<file path="src/hw/rtl/dupa_pkg.sv">
// dupa_pkg: shared types and constants for the dmx universe pixel assembler
// item structs for the input and result channels, register indexes, sizes
// no dependencies
`timescale 1ns / 1ps

package dupa_pkg;

  localparam int LED_COUNT      = 512;
  localparam int UNIVERSE_COUNT = 4;
  localparam int UNI_IDX_W      = (UNIVERSE_COUNT > 1) ? $clog2(UNIVERSE_COUNT) : 1;

  localparam int UNIVERSE_W = 15;
  localparam int PLEN_W     = 10;
  localparam int SEQ_W      = 8;
  localparam int SLOT_W     = 7;
  localparam int COLOR_W    = 8;
  localparam int LED_IDX_W  = 9;
  localparam int MS_W       = 16;
  localparam int SLOTCNT_W  = PLEN_W - 2;
  localparam int PROD_W     = UNIVERSE_W + SLOTCNT_W;
  localparam int LED_SUM_W  = PROD_W + 1;

  localparam int CFG_IDX_W  = 2;
  localparam int CFG_DATA_W = 16;

  localparam logic [CFG_IDX_W-1:0] REG_START_UNIVERSE = CFG_IDX_W'(0);
  localparam logic [CFG_IDX_W-1:0] REG_TIMEOUT_MS     = CFG_IDX_W'(1);

  localparam logic [UNIVERSE_W-1:0] START_UNIVERSE_RST = UNIVERSE_W'(1);
  localparam logic [MS_W-1:0]       TIMEOUT_MS_RST     = MS_W'(1000);

  // sequence numbers this far behind the last good one or more count as fresh
  localparam logic [SEQ_W-1:0] STALE_WINDOW = SEQ_W'(200);

  localparam logic MODE_SLOT = 1'b0;
  localparam logic MODE_TICK = 1'b1;

  typedef struct packed {
    logic                  mode;
    logic [UNIVERSE_W-1:0] universe;
    logic [PLEN_W-1:0]     packet_length;
    logic [SEQ_W-1:0]      sequence_req;
    logic [SLOT_W-1:0]     slot_index;
    logic                  slot_valid;
    logic [COLOR_W-1:0]    red_in;
    logic [COLOR_W-1:0]    green_in;
    logic [COLOR_W-1:0]    blue_in;
    logic [COLOR_W-1:0]    white_in;
    logic                  last_slot;
  } in_item_t;

  typedef struct packed {
    logic                 write_enable;
    logic [LED_IDX_W-1:0] led_index;
    logic [COLOR_W-1:0]   red_out;
    logic [COLOR_W-1:0]   green_out;
    logic [COLOR_W-1:0]   blue_out;
    logic [COLOR_W-1:0]   white_out;
    logic                 show_frame;
    logic                 link_alive;
  } out_item_t;

  typedef struct packed {
    logic [UNIVERSE_W-1:0] start_universe;
    logic [MS_W-1:0]       timeout_ms;
  } cfg_regs_t;

endpackage

</file>
<file path="src/hw/rtl/dupa_core.sv">
// dupa_core: frame tracking state and per-item result logic
// holds seen set, last good sequence, previous length and ms counter
// depends on dupa_pkg
`timescale 1ns / 1ps

module dupa_core (
  input  logic                clk,
  input  logic                rst_n,
  input  logic                fire,
  input  dupa_pkg::in_item_t  item,
  input  dupa_pkg::cfg_regs_t cfg,
  output dupa_pkg::out_item_t res
);
  import dupa_pkg::*;

  logic [UNIVERSE_COUNT-1:0] seen_r, seen_nxt, seen_mark;
  logic [SEQ_W-1:0]          last_seq_r, last_seq_nxt;
  logic [PLEN_W-1:0]         prev_len_r, prev_len_nxt;
  logic [MS_W-1:0]           elapsed_r, elapsed_nxt;

  logic                  is_slot;
  logic                  above;
  logic [UNIVERSE_W-1:0] offs;
  logic [PROD_W-1:0]     prod;
  logic [LED_SUM_W-1:0]  led;
  logic                  in_packet;
  logic                  we;
  logic                  mark;
  logic [SEQ_W-1:0]      back;
  logic                  fresh;
  logic                  show;

  always_comb begin
    is_slot   = (item.mode == MODE_SLOT);
    above     = (item.universe >= cfg.start_universe);
    offs      = above ? (item.universe - cfg.start_universe) : '0;
    prod      = PROD_W'(offs) * PROD_W'(prev_len_r[PLEN_W-1:2]);
    led       = LED_SUM_W'(prod) + LED_SUM_W'(item.slot_index);
    in_packet = (SLOTCNT_W'(item.slot_index) < item.packet_length[PLEN_W-1:2]);
    we        = is_slot && item.slot_valid && above && in_packet
                && (led < LED_SUM_W'(LED_COUNT));

    mark      = above && (offs < UNIVERSE_W'(UNIVERSE_COUNT));
    seen_mark = seen_r;
    if (mark) begin
      seen_mark[offs[UNI_IDX_W-1:0]] = 1'b1;
    end
    back  = last_seq_r - item.sequence_req;
    fresh = !((item.sequence_req < last_seq_r) && (back < STALE_WINDOW));
    show  = is_slot && item.last_slot && (&seen_mark) && fresh;
  end

  always_comb begin
    seen_nxt     = seen_r;
    last_seq_nxt = last_seq_r;
    prev_len_nxt = prev_len_r;
    elapsed_nxt  = elapsed_r;
    if (!is_slot) begin
      if (elapsed_r != '1) begin
        elapsed_nxt = elapsed_r + MS_W'(1);
      end
    end else if (item.last_slot) begin
      seen_nxt     = show ? '0 : seen_mark;
      last_seq_nxt = fresh ? item.sequence_req : last_seq_r;
      prev_len_nxt = item.packet_length;
      if (show) begin
        elapsed_nxt = '0;
      end
    end
  end

  always_ff @(posedge clk) begin
    if (!rst_n) begin
      seen_r     <= '0;
      last_seq_r <= '0;
      prev_len_r <= '0;
      elapsed_r  <= '0;
    end else if (fire) begin
      seen_r     <= seen_nxt;
      last_seq_r <= last_seq_nxt;
      prev_len_r <= prev_len_nxt;
      elapsed_r  <= elapsed_nxt;
    end
  end

  always_comb begin
    res.write_enable = we;
    res.led_index    = we ? led[LED_IDX_W-1:0] : '0;
    res.red_out      = we ? item.red_in   : '0;
    res.green_out    = we ? item.green_in : '0;
    res.blue_out     = we ? item.blue_in  : '0;
    res.white_out    = we ? item.white_in : '0;
    res.show_frame   = show;
    res.link_alive   = (elapsed_nxt < cfg.timeout_ms);
  end

endmodule

</file>
<file path="src/hw/rtl/dmx_universe_pixel_assembler_unit.sv">
// dmx_universe_pixel_assembler_unit: top level with input and result registers
// and the configuration registers; depends on dupa_pkg and dupa_core
// throughput: one item per cycle unless out_ready low stalls the result register,
// limited by the single state update in dupa_core
// reset: synchronous active-low; clears pipeline valids, seen set, sequence,
// length and ms counter, and loads start_universe 1 and timeout_ms 1000
`timescale 1ns / 1ps

module dmx_universe_pixel_assembler_unit (
  input  logic                                clk,
  input  logic                                rst_n,
  input  logic                                in_valid,
  output logic                                in_ready,
  input  dupa_pkg::in_item_t                  in_item,
  output logic                                out_valid,
  input  logic                                out_ready,
  output dupa_pkg::out_item_t                 out_item,
  input  logic                                cfg_valid,
  output logic                                cfg_ready,
  input  logic [dupa_pkg::CFG_IDX_W-1:0]      cfg_index,
  input  logic [dupa_pkg::CFG_DATA_W-1:0]     cfg_data
);
  import dupa_pkg::*;

  cfg_regs_t cfg_r;
  logic      s1_valid_r;
  in_item_t  s1_item_r;
  logic      out_valid_r;
  out_item_t out_item_r;
  logic      s1_adv;
  logic      fire;
  out_item_t core_res;

  assign cfg_ready = 1'b1;

  always_ff @(posedge clk) begin
    if (!rst_n) begin
      cfg_r.start_universe <= START_UNIVERSE_RST;
      cfg_r.timeout_ms     <= TIMEOUT_MS_RST;
    end else if (cfg_valid && cfg_ready) begin
      unique case (cfg_index)
        REG_START_UNIVERSE: cfg_r.start_universe <= cfg_data[UNIVERSE_W-1:0];
        REG_TIMEOUT_MS:     cfg_r.timeout_ms     <= cfg_data[MS_W-1:0];
        default: ;
      endcase
    end
  end

  assign s1_adv   = !out_valid_r || out_ready;
  assign fire     = s1_valid_r && s1_adv;
  assign in_ready = !s1_valid_r || s1_adv;

  always_ff @(posedge clk) begin
    if (!rst_n) begin
      s1_valid_r  <= 1'b0;
      out_valid_r <= 1'b0;
    end else begin
      if (in_ready) begin
        s1_valid_r <= in_valid;
      end
      if (s1_adv) begin
        out_valid_r <= s1_valid_r;
      end
    end
  end

  always_ff @(posedge clk) begin
    if (in_valid && in_ready) begin
      s1_item_r <= in_item;
    end
    if (fire) begin
      out_item_r <= core_res;
    end
  end

  dupa_core u_core (
    .clk   (clk),
    .rst_n (rst_n),
    .fire  (fire),
    .item  (s1_item_r),
    .cfg   (cfg_r),
    .res   (core_res)
  );

  assign out_valid = out_valid_r;
  assign out_item  = out_item_r;

`ifndef SYNTH
  a_show_on_last: assert property (@(posedge clk) disable iff (!rst_n)
    fire && core_res.show_frame |-> s1_item_r.last_slot && (s1_item_r.mode == MODE_SLOT))
    else $error("show without a packet end");

  a_tick_quiet: assert property (@(posedge clk) disable iff (!rst_n)
    fire && (s1_item_r.mode == MODE_TICK) |-> !core_res.write_enable && !core_res.show_frame)
    else $error("tick item wrote or showed");

  a_result_loaded: assert property (@(posedge clk) disable iff (!rst_n)
    fire |=> out_valid_r && (out_item_r == $past(core_res)))
    else $error("result register not loaded");
`endif

endmodule

</file>
<file path="config.mk">
export PLATFORM = sky130hd
export DESIGN_NAME = dmx_universe_pixel_assembler_unit
export DESIGN_NICKNAME = d
export VERILOG_FILES = /design/src/hw/rtl/dupa_pkg.sv /design/src/hw/rtl/dupa_core.sv /design/src/hw/rtl/dmx_universe_pixel_assembler_unit.sv
export SDC_FILE = /design/constraint.sdc
export NUM_CORES = 1
export LEC_CHECK = 0
export BUFFER_PORTS_ARGS = -buffer_cell sky130_fd_sc_hd__buf_2
export CORE_AREA = 2 2 215 111
export CTS_CLUSTER_DIAMETER = 200
export DETAILED_ROUTE_END_ITERATION = 6
export DIE_AREA = 0 0 217 113
export PLACE_DENSITY = 0.81
export REMOVE_ABC_BUFFERS = 1
export SYNTH_ARGS = -nofsm -noshare
export SYNTH_HDL_FRONTEND = slang
export SYNTH_SLANG_ARGS = --single-unit
</file>
<file path="constraint.sdc">
create_clock -name clk -period 9.14 [get_ports clk]
set_input_delay 0.914 -clock clk [delete_from_list [all_inputs] [get_ports clk]]
set_output_delay 0.914 -clock clk [all_outputs]
set_load 0.02 [all_outputs]
</file>
==> run_results.csv, run 1 <==
group,metric,value,unit
sta,worst_slack,0.7998,ns
hold_path,hold_class,"register to register",
sta,period_share,91.25,%
worst_setup_path,start_kind,"register",
drt,drc_errors,0,
cts,clkLatencyLatePin,0.44,ns
placement,routabilityCongestion,0.8959,
hold_path,worstHoldEndpoint,"cfg_r[29]",
placement,dpl.hpwl,23290,µm
cells_and_area,antennaDiodeCount,0,
power,p_per_area,131.0,mW/mm²
global_routing,grtUsageTotal,26.15,%
cts,post_cts_resized,0,
synthesis,async_flop_share,0,%
cts,cts_root_buffer,"clkbuf_16",
worst_setup_path,path_class,"register to register",
drt,num_vias,10480,
placement,io_buffers,141,
worst_setup_path,crit_slowest_cell,"nor3_1",
worst_setup_path,crit_start,"cfg_r[23]",
floorplanning,die_h,113,µm
synthesis,synth_cell_types,83,
synthesis,synth_cells,1380,
cts,cts_inserted_buffers,17,
worst_setup_path,ff2ff_path_depth,23,
cells_and_area,nFillCells,1787,
cts,clkTransAtPathRegs,0.07,ns
cells_and_area,drive_above_1_share,14.51,%
cells_and_area,layout_commonest_cell,"inv_1",
worst_setup_path,reg2reg_to,"out_item[18]",
hold_path,min_from,"cfg_r[29]",
run,drv_cap,0,
cells_and_area,fin_nets,1767,
worst_setup_path,arrival,8.64,ns
synthesis,synth_area_per_cell,9.755,µm²
hold_path,worstHoldPathCells,2,
placement,postPlaceCellArea,0.01433,mm²
floorplanning,coreArea,0.02254,mm²
cells_and_area,final_area,0.01488,mm²
global_routing,grt_pass1_wl,51070,µm
global_routing,grt_overflow,0,
placement,pre_cts_ws,0.9033,ns
floorplanning,rows,39,
synthesis,netlist_area,0.01346,mm²
sta,hold_violations,0,
worst_setup_path,timing.rr.start,"cfg_r[23]",
worst_setup_path,max_stage_delay,0.85,ns
synthesis,ys_seq_elements,186,
run_status,outcome,"finished clean",
drt,firstDrtPassIters,5,
drt,drtAntennaViolNets,0,
worst_setup_path,worstPathMaxFanout,42,
drt,routed_via_density,5.811,
worst_setup_path,cp.required,9.44,ns
synthesis,synth_edf_count,117,
sta,period_needed,8.340,ns
worst_setup_path,reg2reg_slack,0.80,ns
worst_setup_path,critical_path.endpoint_type,"register",
synthesis,yosysWarnings,0,
sta,finClkSkew,0.01057,ns
floorplanning,fp.dieW,217,µm
cts,cts.htree.levels,4,
cells_and_area,areaGrowthSynthToFinish,10.56,%
cts,cts_sinks,186,
cts,cts_setup_buffers,0,
cts,holdBufCountCts,0,
cells_and_area,final_cell_mix,"inv_1, nand2_1, buf_2",
drt,dr.first_iter.drc_count,918,
global_routing,grt_max_degree,74,
worst_setup_path,crit_chain,"inv_1 > ha_1 > and3_1 > nand2_1 > a21oi_2 > o21ai_2 > and2_1 > nor3_1 > and2_1 > fa_1 > fa_1 > fa_1 > inv_1 > fa_1 > inv_1 > ha_1 > a2111oi_0 > a211o_1 > o221ai_1 > or4_1 > nor4_1 > and4_4 > and4_1",
cts,clock_path_buffers,2,
synthesis,yosysSeqAreaShare,36.36,%
sta,slew_violations,0,
floorplanning,ios,145,
sta,fmax,119.9,MHz
global_routing,antenna_found_initial,0,
power,ir_worst_vdd,0.0001652,V
synthesis,synthFlopType,"edfxtp_1",
sta,tns,0,ns
floorplanning,initial_utilization,59.71,%
global_routing,grt_pass1_vias,10550,
sta,rsz0062_at_grt,"no",
sta,maxSlewHeadroom,18.70,%
sta,tightest_slew,1.220,ns
worst_setup_path,path_common_cell,"fa_1",
power,p_leak,6.622,nW
sta,setup_viol,0,
drt,drt-total-wl,31290,µm
floorplanning,die-area,0.02452,mm²
drt,wl_per_cell,17.35,µm
cts,cts_tree,"done",
layout make-up:
type	count	area [µm²]	share of cell area (%)
Clock inverter	13	108.9	0.7314
Inverter	190	713.2	4.792
Sequential cell	186	4895	32.89
Tap cell	307	384.1	2.581
Clock buffer	19	442.9	2.976
Timing Repair Buffer	146	743.2	4.994
Multi-Input combinational cell	942	7596	51.04
logic make-up (layout without fill, tap and decap cells):
group	after synthesis	in the layout	share of synthesized area (%)
muxes	13	13	0.9666
adders and majority gates	186	186	22.08
DFF	186	186	36.36
buffers and inverters	252	368	7.417
other	1	1	0.02786
AOI/OAI and AO/OA	235	235	12.06
and+or+nand+nor	490	490	19.98
xor gates and xnor gates	17	17	1.106
registers in the layout, indices dropped and copies added (netlist names):
name	count
cfg_r	31
out_item	44
out_valid	1
s1_item_r	73
s1_valid_r	1
u_core.elapsed_r	16
u_core.last_seq_r	8
u_core.prev_len_r	8
u_core.seen_r	4
worst max-delay path by stage:
| stage | endpoint | slack [ns] | depth (start not counted) |
|---|---|---|---|
| 2_1_floorplan | out_item[2] | 1.03 | 22 |
| 3_5_place_dp | out_item[4] | 0.90 | 23 |
| 6_report | out_item[18] | 0.80 | 23 |
| 4_1_cts | out_item[4] | 0.87 | 23 |
| 5_1_grt | out_item[18] | 0.27 | 23 |
| 3_3_place_gp | out_item[2] | 1.14 | 22 |
layer usage:
layer | GRT usage [%] | vias up | wire length (µm)
met4 | 8.630 | 0 | 723
met3 | 5.215 | 62 | 1854
met2 | 45.28 | 347 | 15390
li1 | - | 4987 | -
met1 | 33.22 | 5081 | 13320
met5 | 0 | - | 0
synthesized netlist by cell type, types with 12 or more instances:
master | instances | share of area (%)
nor2b_1 | 14 | 0.65
a31oi_1 | 13 | 0.60
a21o_1 | 19 | 1.1
nand3_1 | 37 | 1.4
and3_1 | 35 | 1.6
o211ai_1 | 12 | 0.67
nand4_1 | 12 | 0.56
nand2_1 | 150 | 4.2
ha_1 | 100 | 9.3
inv_1 | 190 | 5.3
nor4_1 | 12 | 0.56
dfxtp_1 | 69 | 10
fa_1 | 86 | 13
nor3_1 | 13 | 0.48
clkbuf_1 | 43 | 1.2
o21ai_0 | 34 | 1.3
edfxtp_1 | 117 | 26
a21oi_1 | 72 | 2.7
mux2i_1 | 13 | 0.97
and2_1 | 73 | 3.4
nor2_1 | 48 | 1.3
and4_1 | 46 | 3.0
stage by stage:
stage	instances	util [%]	hold slack, ns	total power, mW
CTS	1803	66.02	0.4596	1.960
finish	1803	66.02	0.4600	1.949
detailed placement	1771	63.57	0.4502	1.271
global route	1803	66.02	0.4889	2.032
floorplan	1318	-	0.4363	1.163
global placement	1771	63.57	0.4450	1.258
critical path: cells and delay by family, from the launching register on:
family,cells,cell delay (ns)
buffers and inverters,3,0.17
DFF,1,0.34
and+or+nand+nor,9,3.46
AOI/OAI and AO/OA,5,1.37
adders and majority gates,6,2.84
report_power, final:
| part | internal [mW] | leakage, nW | switching, mW |
|---|---|---|---|
| registers | 0.932 | 1.71 | 0.0177 |
| logic | 0.108 | 4.63 | 0.200 |
| clock network | 0.363 | 0.276 | 0.329 |
| total | 1.40 | 6.62 | 0.547 |
Power figures use the tool's default switching activity.
==> run 2: changes to the inputs <==
- BUFFER_PORTS_ARGS: -buffer_cell sky130_fd_sc_hd__buf_2 -> unset
- CORE_AREA: 2 2 215 111 -> 2 2 207 107
- DIE_AREA: 0 0 217 113 -> 0 0 209 109
- DONT_BUFFER_PORTS: unset -> 1
- PLACE_DENSITY: 0.81 -> 0.89
==> run 2 against run 1 <==
Clock power up 17%; non-clock buffer count decreased by 137; power increased by 5.4%; utilization up 1.5 points; clock skew is 0.0044 ns higher; fmax fell by 0.85%; via count down 1.7%; first-iteration DRC count rose by 25%; sequential share of layout area increased by 1.4 points; setup slack lost 0.072 ns; wire length increased by 3.6%; largest cell class unchanged; largest power group unchanged.
==> run_results.csv, run 2 (synthesis gave the netlist of run 1 again) <==
group,metric,value,unit
cells_and_area,largest_reg_flops,73,
floorplanning,ios,145,
run,drv_cap,0,
drt,drc_errors,0,
cts,clock_path_buffers,2,
drt,drtAntennaViolNets,0,
drt,dr.first_iter.drc_count,1145,
placement,dpl.hpwl,23850,µm
cts,cts.htree.levels,4,
power,p_leak,6.115,nW
cells_and_area,areaGrowthSynthToFinish,6.172,%
drt,routed_via_density,6.273,
power,total_power,2.055,mW
floorplanning,initial_utilization,63.63,%
cts,cts_setup_buffers,0,
sta,setup_viol,0,
cells_and_area,final_cell_mix,"inv_1, nand2_1, edfxtp_1",
worst_setup_path,worstPathMaxFanout,42,
power,power.switching,0.5787,mW
sta,slew_violations,0,
power,comb_power_share,13.6,%
worst_setup_path,cp.required,9.44,ns
sta,fmax,118.9,MHz
global_routing,antenna_found_initial,2,
sta,period_needed,8.412,ns
power,p_clk_share,39.6,%
worst_setup_path,arrival,8.72,ns
run_status,outcome,"finished clean",
floorplanning,die-area,0.02278,mm²
cells_and_area,fin_util,67.55,%
power,ir_worst_vdd,0.0001368,V
worst_setup_path,start_kind,"register",
sta,tightest_slew,1.036,ns
hold_path,hold_class,"register to register",
cts,clkLatencyLatePin,0.44,ns
cells_and_area,fin_cells,1642,
power,p_seq_share,46.8,%
placement,routabilityCongestion,0.9205,
cells_and_area,final_area,0.01429,mm²
cts,clkTransAtPathRegs,0.08,ns
global_routing,grt_pass1_vias,10130,
cells_and_area,layout_commonest_cell,"inv_1",
placement,postPlaceCellArea,0.01362,mm²
floorplanning,fp.dieW,209,µm
placement,io_buffers,0,
floorplanning,coreArea,0.02116,mm²
drt,drt-total-wl,32410,µm
power,power_switching_share,28.16,%
floorplanning,die_h,109,µm
cells_and_area,regMostFlops,"s1_item_r",
power,internal_power,1.476,mW
sta,rsz0062_at_grt,"no",
sta,maxSlewHeadroom,30.38,%
cells_and_area,drive_above_1_share,6.034,%
cts,cts_tree,"done",
worst_setup_path,path_class,"register to register",
cts,cts_root_buffer,"clkbuf_16",
sta,period_share,92.03,%
global_routing,grtUsageTotal,29.45,%
drt,firstDrtPassIters,6,
drt,num_vias,10300,
drt,wl_per_cell,19.74,µm
placement,place_inst,1607,
cts,cts_sinks,186,
sta,hold_violations,0,
worst_setup_path,critical_path.endpoint_type,"register",
sta,finClkSkew,0.01494,ns
global_routing,grt_pass1_wl,52210,µm
cts,post_cts_resized,0,
worst_setup_path,reg2reg_slack,0.73,ns
power,p_per_area,143.8,mW/mm²
cts,cts_inserted_buffers,17,
cells_and_area,fin_nets,1630,
cells_and_area,nFillCells,1525,
global_routing,grt_max_degree,74,
global_routing,grt_overflow,0,
cts,holdBufCountCts,0,
floorplanning,rows,38,
sta,tns,0,ns
## run 2: worst paths after layout
kind              depth (start not counted)            to     startpoint
hold reg to reg                           2      cfg_r[2]       cfg_r[2]
setup reg to reg                         27  out_item[27]  s1_item_r[59]
setup / recovery                         27  out_item[27]  s1_item_r[59]
hold / removal                            2      cfg_r[2]       cfg_r[2]
## run 2: per-stage QoR
step	hold WS, ns	setup slack [ns]
floorplan	0.4363	1.028
global placement	0.4455	1.243
detailed placement	0.4510	1.089
CTS	0.4620	0.8991
global route	0.4840	0.3031
finish	0.4594	0.7281
## run 2: cell type report
class / instances / area [µm²] / share of cell area, %
antenna: 3 / 7.507 / 0.05253
timing repair buffer: 9 / 67.56 / 0.4727
inverter: 190 / 713.2 / 4.990
clock buffer: 19 / 475.5 / 3.327
clock inverter: 13 / 187.7 / 1.313
sequential: 186 / 4895 / 34.25
multi-input combinational: 942 / 7596 / 53.15
tap: 280 / 350.3 / 2.451
## run 2: power by group through the flow
stage	clock, mW	sequential (mW)	combinational (mW)
floorplan	0	0.972	0.191
global placement	0	0.979	0.256
detailed placement	0	0.980	0.268
CTS	0.817	0.962	0.272
global route	0.849	0.965	0.308
finish	0.813	0.962	0.280
## run 2: metal layers
layer,wire length (µm),GRT usage (%)
met1,14040,40.75
met2,14140,44.57
met3,3843,11.06
met4,392,6.173
met5,0,0
## run 2: worst max-delay path, stage by stage, from the launching register on
cell,delay [ns]
edfxtp_1,0.40
inv_1,0.10
ha_1,0.18
inv_1,0.06
fa_1,0.44
a211oi_1,0.48
o311a_1,0.28
o21bai_1,0.07
a21oi_1,0.20
xor2_1,0.11
nor2_1,0.47
and2_1,0.24
fa_1,0.47
fa_1,0.50
fa_1,0.55
inv_1,0.07
fa_1,0.54
inv_1,0.04
ha_1,0.38
a21o_1,0.19
a21o_1,0.17
a221o_1,0.40
a21oi_2,0.17
o221ai_1,0.12
or4_1,0.42
nor4_1,0.36
and4_4,0.54
and4_1,0.27
